### src/hw/rtl/sccb_pkg.sv
// shared types, constants and codes of the size class block cache
`timescale 1ns / 1ps
package sccb_pkg;

	localparam int NUM_CLASSES = 64;
	localparam int NUM_ENTRIES = 32;
	localparam int UNIT_SHIFT = 3;

	localparam int CLS_W = $clog2(NUM_CLASSES);
	localparam int ENT_W = $clog2(NUM_ENTRIES);
	localparam int LNK_W = $clog2(NUM_ENTRIES + 1);
	localparam int HANDLE_W = 48;
	localparam int SIZE_W = 24;
	localparam int BCLS_W = 7;
	localparam int CLS_FULL_W = SIZE_W - UNIT_SHIFT;
	localparam int REQ_W = 25;
	localparam int UNITS_W = 22;
	localparam int APB_ADDR_W = 3;
	localparam int APB_DATA_W = 32;

	localparam logic [APB_ADDR_W-1:0] LIMIT_ADDR = '0;
	localparam logic [UNITS_W-1:0] LIMIT_RESET = 22'd2097152;
	localparam logic [BCLS_W-1:0] OVERSIZED_CODE = 7'd64;

	typedef enum logic [1:0] {
		CMD_ALLOC   = 2'd0,
		CMD_FREE    = 2'd1,
		CMD_COLLECT = 2'd2,
		CMD_RSVD    = 2'd3
	} cmd_t;

	typedef enum logic [2:0] {
		ST_HIT      = 3'd0,
		ST_MISS     = 3'd1,
		ST_CACHED   = 3'd2,
		ST_OVERSIZE = 3'd3,
		ST_FLUSH    = 3'd4,
		ST_CORRUPT  = 3'd5,
		ST_COLLECT  = 3'd6
	} status_t;

	typedef enum logic [2:0] {
		S_IDLE,
		S_LOOKUP,
		S_POP,
		S_FLUSH_RD,
		S_FLUSH_EM,
		S_REREAD,
		S_DONE
	} state_t;

	typedef struct packed {
		cmd_t                cmd;
		logic [SIZE_W-1:0]   size_bytes;
		logic [HANDLE_W-1:0] handle;
		logic [BCLS_W-1:0]   block_class;
		logic                header_ok;
	} in_item_t;

	typedef struct packed {
		status_t             status;
		logic [HANDLE_W-1:0] out_handle;
		logic [BCLS_W-1:0]   size_class;
		logic [REQ_W-1:0]    request_bytes;
		logic [UNITS_W-1:0]  cached_units;
		logic                last;
	} out_item_t;

	typedef struct packed {
		logic             valid;
		out_item_t        item;
	} emit_t;

	typedef struct packed {
		logic             re;
		logic [CLS_W-1:0] raddr;
		logic             we;
		logic [CLS_W-1:0] waddr;
		logic [LNK_W-1:0] wdata;
	} class_req_t;

	typedef struct packed {
		logic             re;
		logic [ENT_W-1:0] raddr;
		logic             we;
		logic [ENT_W-1:0] waddr;
		logic [LNK_W-1:0] wdata;
	} link_req_t;

	typedef struct packed {
		logic                re;
		logic [ENT_W-1:0]    raddr;
		logic                we;
		logic [ENT_W-1:0]    waddr;
		logic [HANDLE_W-1:0] wdata;
	} hdl_req_t;

endpackage

### src/hw/rtl/sccb_ram.sv
// generic single write, single read synchronous ram
`timescale 1ns / 1ps
module sccb_ram #(
	parameter int DEPTH = 32,
	parameter int WIDTH = 8
) (
	input  logic                     clk,
	input  logic                     we,
	input  logic [$clog2(DEPTH)-1:0] waddr,
	input  logic [WIDTH-1:0]         wdata,
	input  logic                     re,
	input  logic [$clog2(DEPTH)-1:0] raddr,
	output logic [WIDTH-1:0]         rdata
);

	logic [WIDTH-1:0] mem_q [DEPTH];
	logic [WIDTH-1:0] rdata_q;

	always_ff @(posedge clk) begin
		if (we) begin
			mem_q[waddr] <= wdata;
		end
		if (re) begin
			rdata_q <= mem_q[raddr];
		end
	end

	assign rdata = rdata_q;

endmodule

### src/hw/rtl/sccb_ctrl.sv
// sequencer for lookups, list updates and flushes of the block cache
`timescale 1ns / 1ps
module sccb_ctrl (
	input  logic                          clk,
	input  logic                          arst_n,
	input  logic                          in_valid,
	output logic                          in_stall,
	input  sccb_pkg::in_item_t            in_item,
	input  logic                          out_ready,
	output sccb_pkg::emit_t               emit,
	input  logic [sccb_pkg::UNITS_W-1:0]  limit,
	output sccb_pkg::class_req_t          class_req,
	input  logic [sccb_pkg::LNK_W-1:0]    class_rd,
	output sccb_pkg::link_req_t           link_req,
	input  logic [sccb_pkg::LNK_W-1:0]    link_rd,
	output sccb_pkg::hdl_req_t            hdl_req,
	input  logic [sccb_pkg::HANDLE_W-1:0] hdl_rd
);

	localparam int CW = sccb_pkg::CLS_W;
	localparam int EW = sccb_pkg::ENT_W;
	localparam int LW = sccb_pkg::LNK_W;
	localparam int UW = sccb_pkg::UNITS_W;
	localparam int NE = sccb_pkg::NUM_ENTRIES;
	localparam int NC = sccb_pkg::NUM_CLASSES;
	localparam int FW = sccb_pkg::CLS_FULL_W;

	function automatic logic [LW-1:0] link_reset(input logic [EW-1:0] idx);
		logic [LW-1:0] nxt;
		nxt = LW'(idx) + LW'(1);
		return (int'(nxt) < NE) ? nxt + LW'(1) : '0;
	endfunction

	sccb_pkg::state_t state_q, state_d;
	logic [LW-1:0]    fh_q, fh_d;
	logic [UW-1:0]    total_q, total_d;
	logic [EW-1:0]    cursor_q, cursor_d;
	logic [NC-1:0]    cvalid_q, cvalid_d;
	logic [NE-1:0]    lvalid_q, lvalid_d;
	logic [NE-1:0]    occ_q, occ_d;
	logic             collect_q, collect_d;
	logic             flushed_q, flushed_d;

	sccb_pkg::in_item_t item_q;
	logic [FW-1:0]      cls_q;
	logic [EW-1:0]      pop_e_q, pop_e_d;
	logic [LW-1:0]      pop_head_q, pop_head_d;
	logic [EW-1:0]      lrd_idx_q, lrd_idx_d;
	logic               load;

	logic [sccb_pkg::SIZE_W-1:0] size_m1;
	logic [FW-1:0]      cls_in;
	logic [CW-1:0]      cidx;
	logic [LW-1:0]      class_val;
	logic [LW-1:0]      link_val;
	logic [LW-1:0]      fh_m1;
	logic [EW-1:0]      fh_e;
	logic               cls_big;
	logic [UW-1:0]      dec;
	logic [UW-1:0]      total_sub;
	logic [UW:0]        sum;
	logic [UW-1:0]      total_add;
	logic [UW-1:0]      cls_units;

	assign size_m1 = in_item.size_bytes - sccb_pkg::SIZE_W'(1);
	assign cls_in = (in_item.size_bytes == '0) ? '0 : size_m1[sccb_pkg::SIZE_W-1:sccb_pkg::UNIT_SHIFT];
	assign cidx = (item_q.cmd == sccb_pkg::CMD_ALLOC) ? cls_q[CW-1:0]
		: item_q.block_class[CW-1:0];
	assign class_val = cvalid_q[cidx] ? class_rd : '0;
	assign link_val = lvalid_q[lrd_idx_q] ? link_rd : link_reset(lrd_idx_q);
	assign fh_m1 = fh_q - LW'(1);
	assign fh_e = fh_m1[EW-1:0];
	assign cls_big = int'(cls_q) >= NC;
	assign cls_units = UW'(cls_q) + UW'(2);
	assign dec = cls_units;
	assign total_sub = (total_q >= dec) ? total_q - dec : '0;
	assign sum = {1'b0, total_q} + (UW+1)'(item_q.block_class) + (UW+1)'(2);
	assign total_add = sum[UW] ? '1 : sum[UW-1:0];

	always_comb begin
		state_d = state_q;
		fh_d = fh_q;
		total_d = total_q;
		cursor_d = cursor_q;
		cvalid_d = cvalid_q;
		lvalid_d = lvalid_q;
		occ_d = occ_q;
		collect_d = collect_q;
		flushed_d = flushed_q;
		pop_e_d = pop_e_q;
		pop_head_d = pop_head_q;
		lrd_idx_d = lrd_idx_q;
		load = 1'b0;
		in_stall = 1'b1;
		emit = '0;
		class_req = '0;
		link_req = '0;
		hdl_req = '0;
		unique case (state_q)
			sccb_pkg::S_IDLE: begin
				in_stall = 1'b0;
				if (in_valid) begin
					load = 1'b1;
					unique case (in_item.cmd)
						sccb_pkg::CMD_ALLOC: begin
							class_req.re = 1'b1;
							class_req.raddr = cls_in[CW-1:0];
							state_d = sccb_pkg::S_LOOKUP;
						end
						sccb_pkg::CMD_FREE: begin
							class_req.re = 1'b1;
							class_req.raddr = in_item.block_class[CW-1:0];
							link_req.re = 1'b1;
							link_req.raddr = fh_e;
							lrd_idx_d = fh_e;
							flushed_d = 1'b0;
							state_d = sccb_pkg::S_LOOKUP;
						end
						sccb_pkg::CMD_COLLECT: begin
							collect_d = 1'b1;
							total_d = '0;
							cursor_d = '0;
							state_d = sccb_pkg::S_FLUSH_RD;
						end
						sccb_pkg::CMD_RSVD: begin
							state_d = sccb_pkg::S_IDLE;
						end
					endcase
				end
			end
			sccb_pkg::S_LOOKUP: begin
				if (item_q.cmd == sccb_pkg::CMD_ALLOC) begin
					if (!cls_big && class_val != '0 && int'(class_val) <= NE) begin
						pop_e_d = EW'(class_val - LW'(1));
						pop_head_d = class_val;
						link_req.re = 1'b1;
						link_req.raddr = EW'(class_val - LW'(1));
						hdl_req.re = 1'b1;
						hdl_req.raddr = EW'(class_val - LW'(1));
						lrd_idx_d = EW'(class_val - LW'(1));
						state_d = sccb_pkg::S_POP;
					end else if (out_ready) begin
						emit.valid = 1'b1;
						emit.item.status = sccb_pkg::ST_MISS;
						emit.item.size_class = cls_big ? sccb_pkg::OVERSIZED_CODE
							: sccb_pkg::BCLS_W'(cls_q);
						emit.item.request_bytes = {cls_units, {sccb_pkg::UNIT_SHIFT{1'b0}}};
						emit.item.cached_units = total_q;
						emit.item.last = 1'b1;
						state_d = sccb_pkg::S_IDLE;
					end
				end else if (!item_q.header_ok) begin
					if (out_ready) begin
						emit.valid = 1'b1;
						emit.item.status = sccb_pkg::ST_CORRUPT;
						emit.item.cached_units = total_q;
						emit.item.last = 1'b1;
						state_d = sccb_pkg::S_IDLE;
					end
				end else if (int'(item_q.block_class) >= NC) begin
					if (out_ready) begin
						emit.valid = 1'b1;
						emit.item.status = sccb_pkg::ST_OVERSIZE;
						emit.item.out_handle = item_q.handle;
						emit.item.cached_units = total_q;
						emit.item.last = 1'b1;
						state_d = sccb_pkg::S_IDLE;
					end
				end else if (!flushed_q && (fh_q == '0 || int'(fh_q) > NE || total_q >= limit)) begin
					collect_d = 1'b0;
					total_d = '0;
					cursor_d = '0;
					state_d = sccb_pkg::S_FLUSH_RD;
				end else if (out_ready) begin
					link_req.we = 1'b1;
					link_req.waddr = fh_e;
					link_req.wdata = class_val;
					lvalid_d[fh_e] = 1'b1;
					class_req.we = 1'b1;
					class_req.waddr = item_q.block_class[CW-1:0];
					class_req.wdata = fh_q;
					cvalid_d[item_q.block_class[CW-1:0]] = 1'b1;
					hdl_req.we = 1'b1;
					hdl_req.waddr = fh_e;
					hdl_req.wdata = item_q.handle;
					occ_d[fh_e] = 1'b1;
					fh_d = link_val;
					total_d = total_add;
					flushed_d = 1'b0;
					emit.valid = 1'b1;
					emit.item.status = sccb_pkg::ST_CACHED;
					emit.item.cached_units = total_add;
					emit.item.last = 1'b1;
					state_d = sccb_pkg::S_IDLE;
				end
			end
			sccb_pkg::S_POP: begin
				if (out_ready) begin
					class_req.we = 1'b1;
					class_req.waddr = cls_q[CW-1:0];
					class_req.wdata = link_val;
					cvalid_d[cls_q[CW-1:0]] = 1'b1;
					link_req.we = 1'b1;
					link_req.waddr = pop_e_q;
					link_req.wdata = fh_q;
					lvalid_d[pop_e_q] = 1'b1;
					occ_d[pop_e_q] = 1'b0;
					fh_d = pop_head_q;
					total_d = total_sub;
					emit.valid = 1'b1;
					emit.item.status = sccb_pkg::ST_HIT;
					emit.item.out_handle = hdl_rd;
					emit.item.size_class = sccb_pkg::BCLS_W'(cls_q);
					emit.item.cached_units = total_sub;
					emit.item.last = 1'b1;
					state_d = sccb_pkg::S_IDLE;
				end
			end
			sccb_pkg::S_FLUSH_RD: begin
				hdl_req.re = 1'b1;
				hdl_req.raddr = cursor_q;
				state_d = sccb_pkg::S_FLUSH_EM;
			end
			sccb_pkg::S_FLUSH_EM: begin
				if (!occ_q[cursor_q] || out_ready) begin
					if (occ_q[cursor_q]) begin
						emit.valid = 1'b1;
						emit.item.status = sccb_pkg::ST_FLUSH;
						emit.item.out_handle = hdl_rd;
					end
					if (int'(cursor_q) == NE - 1) begin
						cvalid_d = '0;
						lvalid_d = '0;
						occ_d = '0;
						fh_d = LW'(1);
						total_d = '0;
						cursor_d = '0;
						state_d = collect_q ? sccb_pkg::S_DONE : sccb_pkg::S_REREAD;
					end else begin
						cursor_d = cursor_q + EW'(1);
						state_d = sccb_pkg::S_FLUSH_RD;
					end
				end
			end
			sccb_pkg::S_REREAD: begin
				class_req.re = 1'b1;
				class_req.raddr = item_q.block_class[CW-1:0];
				link_req.re = 1'b1;
				link_req.raddr = fh_e;
				lrd_idx_d = fh_e;
				flushed_d = 1'b1;
				state_d = sccb_pkg::S_LOOKUP;
			end
			sccb_pkg::S_DONE: begin
				if (out_ready) begin
					emit.valid = 1'b1;
					emit.item.status = sccb_pkg::ST_COLLECT;
					emit.item.last = 1'b1;
					state_d = sccb_pkg::S_IDLE;
				end
			end
			default: begin
				state_d = sccb_pkg::S_IDLE;
			end
		endcase
	end

	always_ff @(posedge clk or negedge arst_n) begin
		if (!arst_n) begin
			state_q <= sccb_pkg::S_IDLE;
			fh_q <= LW'(1);
			total_q <= '0;
			cursor_q <= '0;
			cvalid_q <= '0;
			lvalid_q <= '0;
			occ_q <= '0;
			collect_q <= 1'b0;
			flushed_q <= 1'b0;
		end else begin
			state_q <= state_d;
			fh_q <= fh_d;
			total_q <= total_d;
			cursor_q <= cursor_d;
			cvalid_q <= cvalid_d;
			lvalid_q <= lvalid_d;
			occ_q <= occ_d;
			collect_q <= collect_d;
			flushed_q <= flushed_d;
		end
	end

	always_ff @(posedge clk) begin
		if (load) begin
			item_q <= in_item;
			cls_q <= cls_in;
		end
		pop_e_q <= pop_e_d;
		pop_head_q <= pop_head_d;
		lrd_idx_q <= lrd_idx_d;
	end

endmodule

### src/hw/rtl/size_class_block_cache.sv
// top level of the size class block cache: register port, memories, result register
//
// channel  direction  handshake            payload
// in       input      in_valid / in_stall   in_item (cmd, size, handle, class, header)
// out      output     out_valid / out_stall out_item (status, handle, class, bytes, units)
// apb      input      psel penable pready   cache_limit_units at byte address 0
//
// an alloc miss, a free and a corrupt or oversized free report after the class head
// read; an alloc hit reads the class head, then the entry link and handle.
// a flush walks all entries through the handle ram read port in S_FLUSH_RD/S_FLUSH_EM;
// after the walk a free rereads (S_REREAD) and a collect reports (S_DONE).
// reset empties every list through valid bits at once; no clearing pass is needed.
// a stalled output holds its item; the next item is taken while it waits.
`timescale 1ns / 1ps
module size_class_block_cache (
	input  logic                             clk,
	input  logic                             arst_n,
	input  logic                             in_valid,
	output logic                             in_stall,
	input  sccb_pkg::in_item_t               in_item,
	output logic                             out_valid,
	input  logic                             out_stall,
	output sccb_pkg::out_item_t              out_item,
	input  logic                             psel,
	input  logic                             penable,
	input  logic                             pwrite,
	input  logic [sccb_pkg::APB_ADDR_W-1:0]  paddr,
	input  logic [sccb_pkg::APB_DATA_W-1:0]  pwdata,
	output logic [sccb_pkg::APB_DATA_W-1:0]  prdata,
	output logic                             pready
);

	logic [sccb_pkg::UNITS_W-1:0] limit_q;
	logic                         reg_sel;

	logic                 out_valid_q;
	sccb_pkg::out_item_t  out_item_q;
	logic                 out_ready;
	sccb_pkg::emit_t      emit;

	sccb_pkg::class_req_t class_req;
	sccb_pkg::link_req_t  link_req;
	sccb_pkg::hdl_req_t   hdl_req;
	logic [sccb_pkg::LNK_W-1:0]    class_rd;
	logic [sccb_pkg::LNK_W-1:0]    link_rd;
	logic [sccb_pkg::HANDLE_W-1:0] hdl_rd;

	assign pready = 1'b1;
	assign reg_sel = (paddr[sccb_pkg::APB_ADDR_W-1] == 1'b0);
	assign prdata = reg_sel ? sccb_pkg::APB_DATA_W'(limit_q) : '0;

	always_ff @(posedge clk or negedge arst_n) begin
		if (!arst_n) begin
			limit_q <= sccb_pkg::LIMIT_RESET;
		end else if (psel && penable && pwrite && reg_sel) begin
			limit_q <= pwdata[sccb_pkg::UNITS_W-1:0];
		end
	end

	sccb_ctrl u_ctrl (
		.clk       (clk),
		.arst_n    (arst_n),
		.in_valid  (in_valid),
		.in_stall  (in_stall),
		.in_item   (in_item),
		.out_ready (out_ready),
		.emit      (emit),
		.limit     (limit_q),
		.class_req (class_req),
		.class_rd  (class_rd),
		.link_req  (link_req),
		.link_rd   (link_rd),
		.hdl_req   (hdl_req),
		.hdl_rd    (hdl_rd)
	);

	sccb_ram #(
		.DEPTH (sccb_pkg::NUM_CLASSES),
		.WIDTH (sccb_pkg::LNK_W)
	) u_class_heads (
		.clk   (clk),
		.we    (class_req.we),
		.waddr (class_req.waddr),
		.wdata (class_req.wdata),
		.re    (class_req.re),
		.raddr (class_req.raddr),
		.rdata (class_rd)
	);

	sccb_ram #(
		.DEPTH (sccb_pkg::NUM_ENTRIES),
		.WIDTH (sccb_pkg::LNK_W)
	) u_entry_links (
		.clk   (clk),
		.we    (link_req.we),
		.waddr (link_req.waddr),
		.wdata (link_req.wdata),
		.re    (link_req.re),
		.raddr (link_req.raddr),
		.rdata (link_rd)
	);

	sccb_ram #(
		.DEPTH (sccb_pkg::NUM_ENTRIES),
		.WIDTH (sccb_pkg::HANDLE_W)
	) u_entry_handles (
		.clk   (clk),
		.we    (hdl_req.we),
		.waddr (hdl_req.waddr),
		.wdata (hdl_req.wdata),
		.re    (hdl_req.re),
		.raddr (hdl_req.raddr),
		.rdata (hdl_rd)
	);

	assign out_ready = !out_valid_q || !out_stall;

	always_ff @(posedge clk or negedge arst_n) begin
		if (!arst_n) begin
			out_valid_q <= 1'b0;
		end else if (emit.valid) begin
			out_valid_q <= 1'b1;
		end else if (!out_stall) begin
			out_valid_q <= 1'b0;
		end
	end

	always_ff @(posedge clk) begin
		if (emit.valid) begin
			out_item_q <= emit.item;
		end
	end

	assign out_valid = out_valid_q;
	assign out_item = out_item_q;

	a_flush_units_zero: assert property (@(posedge clk) disable iff (!arst_n)
		out_valid && (out_item.status == sccb_pkg::ST_FLUSH
			|| out_item.status == sccb_pkg::ST_COLLECT) |-> out_item.cached_units == '0)
		else $error("flush or collect result with nonzero cached units");

	a_hit_in_range: assert property (@(posedge clk) disable iff (!arst_n)
		out_valid && out_item.status == sccb_pkg::ST_HIT
			|-> out_item.size_class != sccb_pkg::OVERSIZED_CODE)
		else $error("hit reported for oversized class");

	a_flush_not_last: assert property (@(posedge clk) disable iff (!arst_n)
		out_valid && out_item.status == sccb_pkg::ST_FLUSH |-> !out_item.last)
		else $error("flush release marked as final item");

	a_busy_after_accept: assert property (@(posedge clk) disable iff (!arst_n)
		in_valid && !in_stall && in_item.cmd != sccb_pkg::CMD_RSVD |=> in_stall)
		else $error("input taken while previous item still in work");

endmodule

### config.mk
export PLATFORM = sky130hd
export DESIGN_NAME = size_class_block_cache
export DESIGN_NICKNAME = d
export VERILOG_FILES = /design/src/hw/rtl/sccb_pkg.sv /design/src/hw/rtl/sccb_ram.sv /design/src/hw/rtl/sccb_ctrl.sv /design/src/hw/rtl/size_class_block_cache.sv
export SDC_FILE = /design/constraint.sdc
export NUM_CORES = 2
export LEC_CHECK = 0
export ABC_AREA = 1
export CAP_MARGIN = 10
export CORE_ASPECT_RATIO = 0.9
export CORE_UTILIZATION = 45
export CTS_BUF_LIST = sky130_fd_sc_hd__clkbuf_8
export CTS_CLUSTER_SIZE = 8
export DETAILED_ROUTE_END_ITERATION = 8
export DONT_BUFFER_PORTS = 1
export PLACE_DENSITY = 0.65
export SYNTH_ARGS = -nofsm -noshare
export SYNTH_HDL_FRONTEND = slang
export SYNTH_SLANG_ARGS = --single-unit
### constraint.sdc
create_clock -name clk -period 13.5 [get_ports clk]
set_input_delay 0.675 -clock clk [delete_from_list [all_inputs] [get_ports clk]]
set_output_delay 0.675 -clock clk [all_outputs]
set_load 0.03 [all_outputs]
==> summary.md <==
| Metric | Value |
|---|---|
| Worst-skew pair later-pin latency | ~1.1 ns |
| Antenna viol nets, final | 0 |
| Grt total ovfl | 0 |
| Share of cells above drive strength 1 | under 10% |
| Peak Freq | 130 MHz |
| Final worst setup slack | 5.82 ns |
| Final Wtd Congestion | roughly 0.91 |
| Ys flop type | edfxtp_1 |
| Setup TNS Final | 0 ns |
| Vias per inst | 5.71 |
| Initial core utilization | 45.4% |
| First element of the critical path | u_ctrl.item_q[2]$_DFFE_PP_ |
| Syn Area/Cell | about 11 µm² |
| WL per Instance | 23.1 µm |
| CORE AREA | ~250,000 µm² |
| Core Util, Final | 49.9% |
| Total CTS buffers | a little over 400 |
| DP Worst Slack | between 5 and 6 ns |
| Critical R2R Launch | u_ctrl.item_q[2]$_DFFE_PP_ |
| CP arrival | 8.49 ns |
| Port Buf Inserts | 0 |
| Synthesis-to-layout area growth | 9.81% |
| Synth async-reset ratio | 7.39% |
| CP max stage cell | buf_4 |
| Status | finished, final reports clean |
| First-pass GRT wire length | between 400 and 500 mm |
| Slew Limit Fails | 0 |
| Post-DP HPWL | 178 mm |
| CTS Sinks | 2,559 |
| Vias in the first global route | about 79,000 |
| Top Ports | between 200 and 300 |
| Inst Count DP | 13,800 |
| Critical path type | reg2reg |
| Most frequent cells in the layout | edfxtp_1, nand3_1, nand2_1 |
| Commonest non-fill, non-tap cell in the layout | edfxtp_1 |
| Largest net degree at the start of global routing | 220 |
| Seq/Total Area, Yosys | 65.8% |
| Critical Path Source Type | register |
| Die area | approximately 260,000 µm² |
| Die Width | 536 µm |
| DRC Markers | 0 |
| Root Buffer | clkbuf_8 |
| RSZ-0062 raised after global routing | no |
| Post-CTS Hold Buffers | 111 |
| Worst Skew | 0.0758 ns |
| Worst hold-check path type | in2reg |
| Yosys reg bits | 2,559 |
| Final Power | 0.0193 W |
| Final Hold Viols | 0 |
| Crit-path max FO | 89 |
| Slowest Stage Delay on Critical Path | 0.92 ns |
| Worst vdd ir | 0.151 mV |
| Synthesized area | between 100,000 and 150,000 µm² |
| Routed via count | 83,300 |
| Number of enable flip-flop cells after synthesis | 2,370 |
| Clock transition at path regs | roughly 0.06 ns |
| Worst Path Required | 14.31 ns |
| Die Ht | 482 µm |
| Pwr per Cell Area | 152 nW/µm² |
| Final setup viols | 0 |
| Maximum clock path buffer count | 4 |
| Post-CTS Setup Repair Bufs | 0 |
| Gr usage total | 25.3% |
| Leakage | 51.7 nW |
| 1st-pass router iterations | 8 |
| CTS tree | built |
| Worst-Margin Slew | 1.28 ns |
| Nets | approximately 11,000 |
| Most used cell, CP | nand3_1 |
| CTS H-Tree Depth | 5 |
| Synthesized instance count | 10,900 |
| Slew HR | between 10% and 20% |
| Non-filler instance count after layout | roughly 15,000 |
| Fin crit period | 7.68 ns |
| Initial antenna violation count | 15 |
| # rows | 175 |
| Final WL | 336 mm |
| Period utilization | 56.9% |
| Max-cap check violation count | 0 |
| Hold path start | in_item[66] |
| Synth cell types | 60 |
| Initial DRC Count | between 10,000 and 15,000 |
| CTS resizes | 0 |
| Setup crit end kind | register |
| Ys Warns | 0 |
==> final timing paths <==
check                                                       to  slack (ns)  cells past startpoint
max                        u_entry_handles.rdata[18]$_DFFE_PP_        5.82                     26
min                              u_ctrl.cls_q[7]$_SDFFCE_PN0P_        0.08                      3
max reg2reg                u_entry_handles.rdata[18]$_DFFE_PP_        5.82                     26
min reg2reg                     u_ctrl.cvalid_q[2]$_DFFE_PN0P_        0.49                      2
max in group asynchronous      u_ctrl.lvalid_q[27]$_DFFE_PN0P_       12.11                      2
min in group asynchronous               limit_q[9]$_DFFE_PN0P_        0.28                      2
==> flip-flops by register name (all words and copies together) (netlist names), 3 cells and up <==
name	count
u_entry_handles.mem_q	1536
u_class_heads.mem_q	384
u_entry_links.mem_q	192
out_item	103
u_ctrl.cvalid_q	64
u_ctrl.item_q	58
u_entry_handles.rdata	48
u_ctrl.lvalid_q	32
u_ctrl.occ_q	32
limit_q	22
u_ctrl.total_q	22
u_ctrl.cls_q	21
u_class_heads.rdata	6
u_ctrl.fh_q	6
u_ctrl.pop_head_q	6
u_entry_links.rdata	6
u_ctrl.cursor_q	5
u_ctrl.lrd_idx_q	5
u_ctrl.pop_e_q	5
u_ctrl.state_q	3
==> cells in the mapped netlist, types with 8 or more instances <==
cell	n	area (µm²)
o21ai_0	407	2040
o311ai_0	26	228
buf_4	35	263
nand2_1	1795	6740
nand3_1	2071	10400
a21oi_1	283	1420
nand3b_1	400	3000
o221ai_1	92	806
buf_2	265	1330
xor2_1	30	263
nor2_1	643	2410
inv_1	1406	5280
o22ai_1	90	563
o211ai_1	35	263
xnor2_1	11	96.3
buf_1	49	184
or2_2	79	494
o21bai_1	13	97.6
nand4_1	8	50.1
inv_2	17	63.8
nand2_2	10	62.6
nor3_1	49	245
edfxtp_1	2370	71200
a31oi_1	27	169
buf_6	9	101
clkbuf_1	306	1150
mux2_2	8	90.1
nor4_1	12	75.1
dfrtp_1	187	4680
ha_1	72	901
==> per-layer routing <==
layer	vias up	global-route usage, %	wire length (µm)
met4	0	9.22	12000
met5	-	0	0
met3	800	5.39	36400
li1	37500	-	-
met2	4473	38.7	149000
met1	40500	35.7	139000
==> critical path: cells and delay by family (launching register included) <==
family	cells	cell delay, ns
fa+ha+maj	1	0.28
buf+inv	6	3.36
simple gates	18	2.37
flops	1	0.49
compound gates	1	0.77
==> power breakdown <==
group	total (W)	internal, W	leakage [nW]	switching, W
sequential	0.0101	0.00945	24.1	0.000650
combinational	0.00328	0.000778	23.4	0.00250
clock	0.00591	0.00285	4.20	0.00305
total	0.0193	0.0131	51.7	0.00620
==> metrics by stage <==
| stage | instance area [µm²] | hold slack, ns |
|---|---|---|
| after floorplan | 115000 | 0.379 |
| after global placement | 118000 | 0.392 |
| after detailed placement | 118000 | 0.389 |
| after CTS | 126000 | 0.00582 |
| after global routing | 127000 | 0.0518 |
| final | 127000 | 0.0788 |
==> layout make-up <==
| cell class | count | area [µm²] |
|---|---|---|
| Antenna cell | 8 | 20.0 |
| Clock buffer | 418 | 5750 |
| Clock inverter | 276 | 1180 |
| Fill cell | 22300 | 127000 |
| Inverter | 1428 | 5380 |
| Multi-Input combinational cell | 6244 | 31700 |
| Sequential cell | 2559 | 75900 |
| Tap cell | 3363 | 4210 |
| Timing Repair Buffer | 277 | 2470 |
==> cells by family after synthesis <==
family	count (synthesis)	synth area share, %
AO/OA/AOI/OAI	1014	5.12
adder cells (fa/ha/maj)	74	0.816
XOR/XNOR	42	0.326
other	2	0.00651
multiplexers	9	0.0868
buffers and inverters	2092	7.27
AND/OR/NAND/NOR	5091	20.5
flip-flops	2559	65.8
(Power assumes the default switching activity.)
